[config.mk]
export PLATFORM = sky130hd
export DESIGN_NAME = sbus_frame_receiver
export DESIGN_NICKNAME = d
export VERILOG_FILES = /design/src/rtl/sbr_pkg.sv /design/src/rtl/sbr_payload_mem.sv /design/src/rtl/sbr_frame_parser.sv /design/src/rtl/sbr_channel_unpacker.sv /design/src/rtl/sbus_frame_receiver.sv
export SDC_FILE = /design/constraint.sdc
export NUM_CORES = 1
export LEC_CHECK = 0
export ABC_AREA = 1
export BUFFER_PORTS_ARGS = -buffer_cell sky130_fd_sc_hd__buf_2
export CORE_MARGIN = 10
export CORE_UTILIZATION = 35
export DETAILED_ROUTE_END_ITERATION = 12
export PLACE_DENSITY = 0.47
export SLEW_MARGIN = 20
export SYNTH_ARGS = -nofsm -noshare
export SYNTH_HDL_FRONTEND = slang
export SYNTH_HIERARCHICAL = 1
export SYNTH_SLANG_ARGS = --single-unit
[constraint.sdc]
create_clock -name clk -period 3.6 [get_ports clk]
set_input_delay 0.36 -clock clk [delete_from_list [all_inputs] [get_ports clk]]
set_output_delay 0.36 -clock clk [all_outputs]
set_load 0.02 [all_outputs]
[src/rtl/sbr_pkg.sv]
// Shared types and constants for the SBUS frame receiver.
package sbr_pkg;

  localparam int PAYLOAD_BYTES = 24;
  localparam int FLAG_BYTE_IDX = 22;
  localparam int CHAN_BYTES    = 22;
  localparam int CHAN_COUNT    = 16;
  localparam int CHAN_W        = 11;
  localparam int SLOT_W        = $clog2(PAYLOAD_BYTES);
  localparam int MEM_DEPTH     = 2 * PAYLOAD_BYTES;
  localparam int MEM_AW        = $clog2(MEM_DEPTH);
  localparam int CFG_IDX_W     = 8;

  // Configuration register indexes
  localparam logic [CFG_IDX_W-1:0] REG_HEADER     = 8'd0;
  localparam logic [CFG_IDX_W-1:0] REG_FOOTER     = 8'd1;
  localparam logic [CFG_IDX_W-1:0] REG_ALT_MASK   = 8'd2;
  localparam logic [CFG_IDX_W-1:0] REG_ALT_FOOTER = 8'd3;
  localparam logic [CFG_IDX_W-1:0] REG_LOST_MASK  = 8'd4;
  localparam logic [CFG_IDX_W-1:0] REG_FS_MASK    = 8'd5;

  typedef struct packed {
    logic [7:0] rx_byte;
    logic       gap_timeout;
  } in_item_t;

  typedef struct packed {
    logic [3:0]        channel_index;
    logic [CHAN_W-1:0] channel_value;
    logic              failsafe_flag;
    logic              lost_frame_flag;
    logic              last_channel;
  } out_item_t;

  typedef struct packed {
    logic [7:0] header_value;
    logic [7:0] footer_value;
    logic [7:0] alt_footer_mask;
    logic [7:0] alt_footer_value;
    logic [7:0] lost_frame_mask;
    logic [7:0] failsafe_mask;
  } cfg_regs_t;

  // Parser -> top: memory write and end-of-frame event
  typedef struct packed {
    logic              wr_en;
    logic [SLOT_W-1:0] wr_slot;
    logic [7:0]        wr_data;
    logic              frame_good;
    logic [7:0]        flag_byte;
  } parse_evt_t;

  // Top -> unpacker: start of a frame drain
  typedef struct packed {
    logic start;
    logic bank;
    logic failsafe;
    logic lost_frame;
  } drain_cmd_t;

  // Unpacker -> memory: read request
  typedef struct packed {
    logic              en;
    logic [MEM_AW-1:0] addr;
  } mem_rd_t;

endpackage

[src/rtl/sbr_payload_mem.sv]
// Two-bank payload memory, one write port and one registered read port.
module sbr_payload_mem
  import sbr_pkg::*;
(
  input  logic              clk,
  input  logic              wr_en,
  input  logic [MEM_AW-1:0] wr_addr,
  input  logic [7:0]        wr_data,
  input  mem_rd_t           rd_req,
  output logic [7:0]        rd_data
);

  logic [7:0] mem [MEM_DEPTH];
  logic [7:0] rd_data_r;

  always_ff @(posedge clk) begin
    if (wr_en) begin
      mem[wr_addr] <= wr_data;
    end
    if (rd_req.en) begin
      rd_data_r <= mem[rd_req.addr];
    end
  end

  assign rd_data = rd_data_r;

endmodule

[src/rtl/sbr_frame_parser.sv]
// Byte-level frame parser: header hunt, payload slot tracking, footer check.
module sbr_frame_parser
  import sbr_pkg::*;
(
  input  logic       clk,
  input  logic       rst_n,
  input  logic       byte_take,
  input  in_item_t   byte_in,
  input  cfg_regs_t  cfg,
  output parse_evt_t evt
);

  logic [4:0] pos_r,  pos_nxt;
  logic [7:0] prev_r, prev_nxt;
  logic [7:0] flag_r, flag_nxt;
  logic [4:0] pos_eff;
  logic [4:0] slot;

  function automatic logic is_footer(input logic [7:0] b, input cfg_regs_t c);
    return (b == c.footer_value) || ((b & c.alt_footer_mask) == c.alt_footer_value);
  endfunction

  assign pos_eff = byte_in.gap_timeout ? 5'd0 : pos_r;
  assign slot    = pos_eff - 5'd1;

  always_comb begin
    pos_nxt  = pos_r;
    prev_nxt = prev_r;
    flag_nxt = flag_r;
    evt      = '0;
    evt.wr_slot   = slot[SLOT_W-1:0];
    evt.wr_data   = byte_in.rx_byte;
    evt.flag_byte = flag_r;
    if (byte_take) begin
      prev_nxt = byte_in.rx_byte;
      if (pos_eff == 5'd0) begin
        pos_nxt = (byte_in.rx_byte == cfg.header_value && is_footer(prev_r, cfg)) ?
                  5'd1 : 5'd0;
      end else begin
        evt.wr_en = 1'b1;
        if (slot == 5'(FLAG_BYTE_IDX)) begin
          flag_nxt = byte_in.rx_byte;
        end
        if (slot == 5'(PAYLOAD_BYTES - 1)) begin
          pos_nxt        = 5'd0;
          evt.frame_good = is_footer(byte_in.rx_byte, cfg);
        end else begin
          pos_nxt = pos_eff + 5'd1;
        end
      end
    end
  end

  always_ff @(posedge clk) begin
    if (!rst_n) begin
      pos_r  <= '0;
      prev_r <= '0;
    end else begin
      pos_r  <= pos_nxt;
      prev_r <= prev_nxt;
    end
    flag_r <= flag_nxt;
  end

endmodule

[src/rtl/sbr_channel_unpacker.sv]
// Streams one stored frame out of memory and slices it into 11-bit channels.
module sbr_channel_unpacker
  import sbr_pkg::*;
(
  input  logic       clk,
  input  logic       rst_n,
  input  drain_cmd_t cmd,
  output logic       busy,
  output mem_rd_t    rd_req,
  input  logic [7:0] rd_data,
  output logic       out_valid,
  input  logic       out_ready,
  output out_item_t  out_data
);

  // Wide enough that a read can be issued every cycle of an unstalled drain.
  localparam int ACC_W = CHAN_W + 15;

  logic             busy_r,     busy_nxt;
  logic             bank_r,     bank_nxt;
  logic             fs_r,       fs_nxt;
  logic             lf_r,       lf_nxt;
  logic             inflight_r, inflight_nxt;
  logic [4:0]       bcnt_r,     bcnt_nxt;
  logic [3:0]       ch_r,       ch_nxt;
  logic [ACC_W-1:0] acc_r,      acc_nxt;
  logic [4:0]       nbits_r,    nbits_nxt;
  logic             oval_r,     oval_nxt;
  out_item_t        odata_r,    odata_nxt;

  logic             out_free;
  logic             emit;
  logic [ACC_W-1:0] acc_sh;
  logic [4:0]       n_sh;
  logic [4:0]       projected;
  logic             issue;
  logic [MEM_AW-1:0] base;

  assign out_free  = !oval_r || out_ready;
  assign emit      = busy_r && (nbits_r >= 5'(CHAN_W)) && out_free;
  assign acc_sh    = emit ? (acc_r >> CHAN_W) : acc_r;
  assign n_sh      = emit ? (nbits_r - 5'(CHAN_W)) : nbits_r;
  assign projected = n_sh + (inflight_r ? 5'd8 : 5'd0);
  assign issue     = busy_r && (bcnt_r < 5'(CHAN_BYTES)) && (projected <= 5'(ACC_W - 8));
  assign base      = bank_r ? MEM_AW'(PAYLOAD_BYTES) : '0;

  assign rd_req.en   = issue;
  assign rd_req.addr = base + MEM_AW'(bcnt_r);

  always_comb begin
    busy_nxt     = busy_r;
    bank_nxt     = bank_r;
    fs_nxt       = fs_r;
    lf_nxt       = lf_r;
    inflight_nxt = issue;
    bcnt_nxt     = issue ? bcnt_r + 5'd1 : bcnt_r;
    ch_nxt       = ch_r;
    acc_nxt      = acc_sh;
    nbits_nxt    = n_sh;
    oval_nxt     = oval_r && !out_ready;
    odata_nxt    = odata_r;

    if (inflight_r) begin
      acc_nxt   = acc_sh | (ACC_W'(rd_data) << n_sh);
      nbits_nxt = n_sh + 5'd8;
    end

    if (emit) begin
      oval_nxt                  = 1'b1;
      odata_nxt.channel_index   = ch_r;
      odata_nxt.channel_value   = acc_r[CHAN_W-1:0];
      odata_nxt.failsafe_flag   = fs_r;
      odata_nxt.lost_frame_flag = lf_r;
      odata_nxt.last_channel    = (ch_r == 4'(CHAN_COUNT - 1));
      ch_nxt                    = ch_r + 4'd1;
      if (ch_r == 4'(CHAN_COUNT - 1)) begin
        busy_nxt = 1'b0;
      end
    end

    if (cmd.start) begin
      busy_nxt     = 1'b1;
      bank_nxt     = cmd.bank;
      fs_nxt       = cmd.failsafe;
      lf_nxt       = cmd.lost_frame;
      inflight_nxt = 1'b0;
      bcnt_nxt     = '0;
      ch_nxt       = '0;
      acc_nxt      = '0;
      nbits_nxt    = '0;
    end
  end

  always_ff @(posedge clk) begin
    if (!rst_n) begin
      busy_r     <= 1'b0;
      inflight_r <= 1'b0;
      oval_r     <= 1'b0;
      bcnt_r     <= '0;
      ch_r       <= '0;
      nbits_r    <= '0;
    end else begin
      busy_r     <= busy_nxt;
      inflight_r <= inflight_nxt;
      oval_r     <= oval_nxt;
      bcnt_r     <= bcnt_nxt;
      ch_r       <= ch_nxt;
      nbits_r    <= nbits_nxt;
    end
    bank_r  <= bank_nxt;
    fs_r    <= fs_nxt;
    lf_r    <= lf_nxt;
    acc_r   <= acc_nxt;
    odata_r <= odata_nxt;
  end

  assign busy      = busy_r;
  assign out_valid = oval_r;
  assign out_data  = odata_r;

endmodule

[src/rtl/sbus_frame_receiver.sv]
// Top level of the SBUS frame receiver.
//
// SBUS frame receiver. Takes one UART byte per transaction on the in_
// channel, each tagged with gap_timeout (inter-byte timeout seen before the
// byte, which restarts the parser). A header byte starts a frame only when
// the byte before it was a footer (plain or SBUS2 masked). The next 24 bytes
// are written into a two-bank payload memory; if the last of them is a
// footer, the frame is handed to the unpacker and comes out as sixteen
// out_ transactions, channel 0 first, each with the failsafe and lost-frame
// flags from payload byte 22 and last_channel set on channel 15. A frame
// with a bad footer produces nothing. Rate: one input byte per cycle while
// in_ready is high. A good frame drains through the single memory read
// port, one byte read per cycle while the output is not stalled; with
// out_ready high, one frame's drain is over by the time the next frame's
// footer can arrive, so in_ready stays high. The two banks
// let one frame fill while the previous one drains; if a second good frame
// completes while the first is still draining (output backpressure),
// in_ready drops until the drain finishes. Configuration writes (cfg_ index
// 0..5, other indexes ignored) are always accepted and must be issued only
// while idle.
module sbus_frame_receiver
  import sbr_pkg::*;
(
  input  logic                 clk,
  input  logic                 rst_n,
  input  logic                 in_valid,
  output logic                 in_ready,
  input  in_item_t             in_data,
  output logic                 out_valid,
  input  logic                 out_ready,
  output out_item_t            out_data,
  input  logic                 cfg_valid,
  output logic                 cfg_ready,
  input  logic [CFG_IDX_W-1:0] cfg_index,
  input  logic [7:0]           cfg_data
);

  cfg_regs_t  cfg_r, cfg_nxt;
  logic       wbank_r, wbank_nxt;      // bank the parser writes into
  logic       pend_r, pend_nxt;        // completed frame waiting for unpacker
  logic [7:0] pend_flag_r, pend_flag_nxt;

  logic       byte_take;
  parse_evt_t evt;
  drain_cmd_t cmd;
  logic       unp_busy;
  mem_rd_t    rd_req;
  logic [7:0] rd_data;
  logic [MEM_AW-1:0] wr_addr;
  logic [7:0] start_flag;

  assign cfg_ready = 1'b1;
  assign in_ready  = !pend_r;
  assign byte_take = in_valid && in_ready;

  // Configuration registers
  always_comb begin
    cfg_nxt = cfg_r;
    if (cfg_valid) begin
      unique case (cfg_index)
        REG_HEADER:     cfg_nxt.header_value     = cfg_data;
        REG_FOOTER:     cfg_nxt.footer_value     = cfg_data;
        REG_ALT_MASK:   cfg_nxt.alt_footer_mask  = cfg_data;
        REG_ALT_FOOTER: cfg_nxt.alt_footer_value = cfg_data;
        REG_LOST_MASK:  cfg_nxt.lost_frame_mask  = cfg_data;
        REG_FS_MASK:    cfg_nxt.failsafe_mask    = cfg_data;
        default:        cfg_nxt = cfg_r;
      endcase
    end
  end

  sbr_frame_parser u_parser (
    .clk       (clk),
    .rst_n     (rst_n),
    .byte_take (byte_take),
    .byte_in   (in_data),
    .cfg       (cfg_r),
    .evt       (evt)
  );

  assign wr_addr = (wbank_r ? MEM_AW'(PAYLOAD_BYTES) : '0) + MEM_AW'(evt.wr_slot);

  sbr_payload_mem u_mem (
    .clk     (clk),
    .wr_en   (evt.wr_en),
    .wr_addr (wr_addr),
    .wr_data (evt.wr_data),
    .rd_req  (rd_req),
    .rd_data (rd_data)
  );

  // Bank hand-off: a good frame goes straight to the unpacker when it is
  // free, otherwise it is parked and the input is held off.
  always_comb begin
    wbank_nxt     = wbank_r;
    pend_nxt      = pend_r;
    pend_flag_nxt = pend_flag_r;
    cmd           = '0;
    start_flag    = evt.flag_byte;
    priority if (pend_r && !unp_busy) begin
      cmd.start  = 1'b1;
      start_flag = pend_flag_r;
      pend_nxt   = 1'b0;
      wbank_nxt  = !wbank_r;
    end else if (evt.frame_good && !unp_busy) begin
      cmd.start = 1'b1;
      wbank_nxt = !wbank_r;
    end else if (evt.frame_good) begin
      pend_nxt      = 1'b1;
      pend_flag_nxt = evt.flag_byte;
    end else begin
      pend_nxt = pend_r;
    end
    cmd.bank       = wbank_r;
    cmd.failsafe   = |(start_flag & cfg_r.failsafe_mask);
    cmd.lost_frame = |(start_flag & cfg_r.lost_frame_mask);
  end

  sbr_channel_unpacker u_unpacker (
    .clk       (clk),
    .rst_n     (rst_n),
    .cmd       (cmd),
    .busy      (unp_busy),
    .rd_req    (rd_req),
    .rd_data   (rd_data),
    .out_valid (out_valid),
    .out_ready (out_ready),
    .out_data  (out_data)
  );

  always_ff @(posedge clk) begin
    if (!rst_n) begin
      cfg_r.header_value     <= 8'h0F;
      cfg_r.footer_value     <= 8'h00;
      cfg_r.alt_footer_mask  <= 8'h0F;
      cfg_r.alt_footer_value <= 8'h04;
      cfg_r.lost_frame_mask  <= 8'h04;
      cfg_r.failsafe_mask    <= 8'h08;
      wbank_r                <= 1'b0;
      pend_r                 <= 1'b0;
    end else begin
      cfg_r   <= cfg_nxt;
      wbank_r <= wbank_nxt;
      pend_r  <= pend_nxt;
    end
    pend_flag_r <= pend_flag_nxt;
  end

endmodule

==> summary.txt <==
Pwr
  – Maximum vdd drop: 316.9 uV
  – PD cells: 475.7 mW/mm^2
  – PnR Total Power: between 10 and 15 mW
  – Leak Pwr: 9.941 nW

Clock tree
  – Clock Sink Count: 535
  – Clock-pin slew reported for the worst setup and hold paths after clock tree synthesis: approximately 60 ps
  – Inserted Clock Buffers: 57
  – Clock tree from TritonCTS: done
  – Cell chosen for the clock root: clkbuf_16
  – Largest buffer count on any clock path: 3
  – Hold-fix buffers at CTS: 0
  – Clock Latency Late Sink: 600 ps
  – Post-CTS repair timing setup buffer count: 0
  – H-tree depth: 2
  – Resized cells post-CTS: 0

Yosys
  – Number of warnings reported in the yosys synthesis log: 6
  – Most instantiated library cell after synthesis: nand2_1
  – Synth Register Bits: 535
  – Cell area after synthesis: approximately 0.024 sq mm
  – Syn Area/Cell: 10.07 sq um
  – Number of instances in the synthesized netlist: 2339
  – FFs w/ async S/R, synth: 0%
  – Top cell type's share of synthesized area: 54.69%
  – Post-synthesis sequential area ratio: 63.70%
  – Top flip-flop cell by instance count after synthesis: edfxtp_1
  – Number of enable-type register cells in the synthesized netlist: 429
  – Post-Syn Nets: 2381
  – Cell type with the largest total area after synthesis: edfxtp_1
  – Top cells by area in the synthesized netlist: edfxtp_1 (55%), nand2_1 (9.9%), dfxtp_1 (9.0%), nand3_1 (7.8%), nor2_1 (3.6%)
  – Netlist cell types: 46
  – Most used standard cells in the synthesized netlist: nand2_1 (621), edfxtp_1 (429), nand3_1 (365)

Final layout
  – Finished layout cell area: 0.02660 sq mm
  – Count of placed standard cells in the final layout, fillers left out: 3318
  – Share of post-route cells with drive strength above 1: 12.11%
  – Area Overhead vs Synth: 12.93%
  – # nets final: approximately 2400

GRT
  – Maximum number of pins on one net before global-route repair: 159
  – Global-route wire length before repair: 98050 um
  – Remaining global-route overflow: 0
  – Antenna violations before repair: 1
  – Via count of the first global-routing pass: 16181
  – Aggregate global-route resource usage: 16.33%

Routing
  – Number of DRC markers after the initial detailed-route iteration: 1377
  – Initial DRT Pass Iterations: 5
  – Count of nets left with antenna violations after detail routing: 0
  – Number of vias after detailed routing: 16676
  – DRC Markers: 0
  – Post-DR wirelength/cell: around 20 um
  – Avg Vias per Cell: 5.026
  – Post-Route WL: around 65000 um

STA
  – Number of failing hold endpoints at the final stage: 0
  – Worst relative slew slack: 23.12%
  – RSZ-0062 raised after global routing: false
  – Final WS setup: 657.5 ps
  – Worst Tran Pin Value: between 1000 and 1500 ps
  – Peak clock frequency supported by timing: 339.8 MHz
  – Final Critical Period: between 2000 and 3000 ps
  – Number of max-slew violations in the final report: 0
  – Clock Skews: 19.27 ps
  – Count of endpoints failing setup in the final report: 0
  – Period utilisation layout: 81.74%
  – Summed negative setup slack over all endpoints: 0 ps

Worst setup path
  – Launching point of the worst reg2reg path: u_parser/pos_r[0]
  – Kind of end point of the critical path: flip-flop
  – Beginning of the critical path: u_parser/pos_r[0]
  – CP max FO: 10
  – Crit path launch type: flip-flop
  – Endpoint arrival time on the critical path: 3240 ps
  – Required time of the critical path: between 3000 and 4000 ps
  – Crit path kind: flip-flop to flip-flop

Floorplanning
  – Die Wd: ~280 um
  – Placeable core area: 0.06692 sq mm
  – Floorplan die area: 0.07807 sq mm
  – Ports: 51
  – Die Span Y: 279.4 um
  – Initial core utilization: 35.20%
  – Row Count: 95

Job
  – Maximum capacitance violations: 0

Placement
  – Area of placed instances: 0.02481 sq mm
  – Total of buffers placed on input and output ports: 49
  – Routability cong.: 0.8513
  – Total half-perimeter wirelength after legalization and detailed placement: around 40000 um
  – Setup slack at placement: 433.4 ps
  – Placed cell count: 3216

Hold path
  – Hold crit path type: primary input to flip-flop
  – Start point of the worst hold path: cfg_data[0]

Run status
  – Outcome: complete, no violations
layout by cell type (no fill, tap or decap), drive strengths merged, types with 11 or more instances in the layout:
master | netlist | routed
o21ai | 88 | 88
dfxtp | 106 | 106
o211ai | 32 | 32
nand3 | 371 | 371
clkbuf | 33 | 75
inv | 126 | 127
edfxtp | 429 | 429
xnor2 | 21 | 21
a21oi | 56 | 56
nand4 | 11 | 11
nand2 | 640 | 640
nor3 | 11 | 11
clkinv | 1 | 15
xor2 | 16 | 16
nor2 | 268 | 268
buf | 92 | 129
report_power, final:
group          internal (mW)  switching [mW]
logic                 0.0608           0.230
registers               6.67          0.0110
clock network           3.36            2.32
total                   10.1            2.56
path summary, 6_finish.rpt:
path	endpoint	slack, ps	depth (start not counted)
setup reg to reg	u_mem/mem[25][2]	660	14
setup / recovery	u_mem/mem[25][2]	660	14
hold reg to reg	u_unpacker/out_data[2]	420	0
hold / removal	cfg_r[40]	40	3
kinds of logic after synthesis:
kind of cell               count (synthesis)  synth area share [%]
other                                      1               0.01592
muxes                                      3                0.1275
buffers and inverters                    252                 5.105
xor gates and xnor gates                  37                 1.408
and+or+nand+nor                         1309                 24.39
DFF                                      535                 63.70
adders and majority gates                 12                0.7012
AOI/OAI and AO/OA                        190                 4.547
through the flow:
stage	util (%)	hold WS (ps)
2_1_floorplan	-	400.3
4_1_cts	39.75	6.233
3_3_place_gp	37.07	402.4
6_report	39.75	39.06
3_5_place_dp	37.07	412.7
5_1_grt	39.75	32.38
routing by layer:
layer  global-route usage (%)  wire length [um]  part of all wire (%)
met5                        0                13                 0.020
met4                    3.534              1081                   1.7
met3                    3.445              4181                   6.5
met2                    26.51             29960                    46
met1                    22.18             29500                    46
flip-flops by register name (all words and copies together), names as in the netlist, 4 cells and up:
register,count
u_mem/rd_data,8
cfg_r,48
pend_flag_r,8
u_parser/flag_r,8
u_parser/prev_r,8
u_unpacker/bcnt_r,5
u_unpacker/out_data,18
u_unpacker/ch_r,4
u_mem/mem,384
u_unpacker/acc_r,26
u_parser/pos_r,5
u_unpacker/nbits_r,5
layout make-up:
cell class / instances / area, sq um
fill: 6527 / 40320
sequential: 535 / 15010
multi-input combinational: 1552 / 7350
clock buffer: 75 / 1514
tap: 873 / 1092
timing repair buffer: 129 / 870.8
inverter: 127 / 479.2
clock inverter: 26 / 279.0
antenna: 1 / 2.502
critical path, cell delays in order, from the launching register on:
cell and delay [ps]:
dfxtp_1 390, nand2_2 160, ha_1 270, nand3_1 100
nand2_1 50, nand2_1 100, inv_1 60, inv_1 70
fa_1 410, inv_1 70, inv_1 50, nor2_1 120
nand2_1 350, nor2_1 240, buf_4 200
Power figures use the tool's default switching activity.
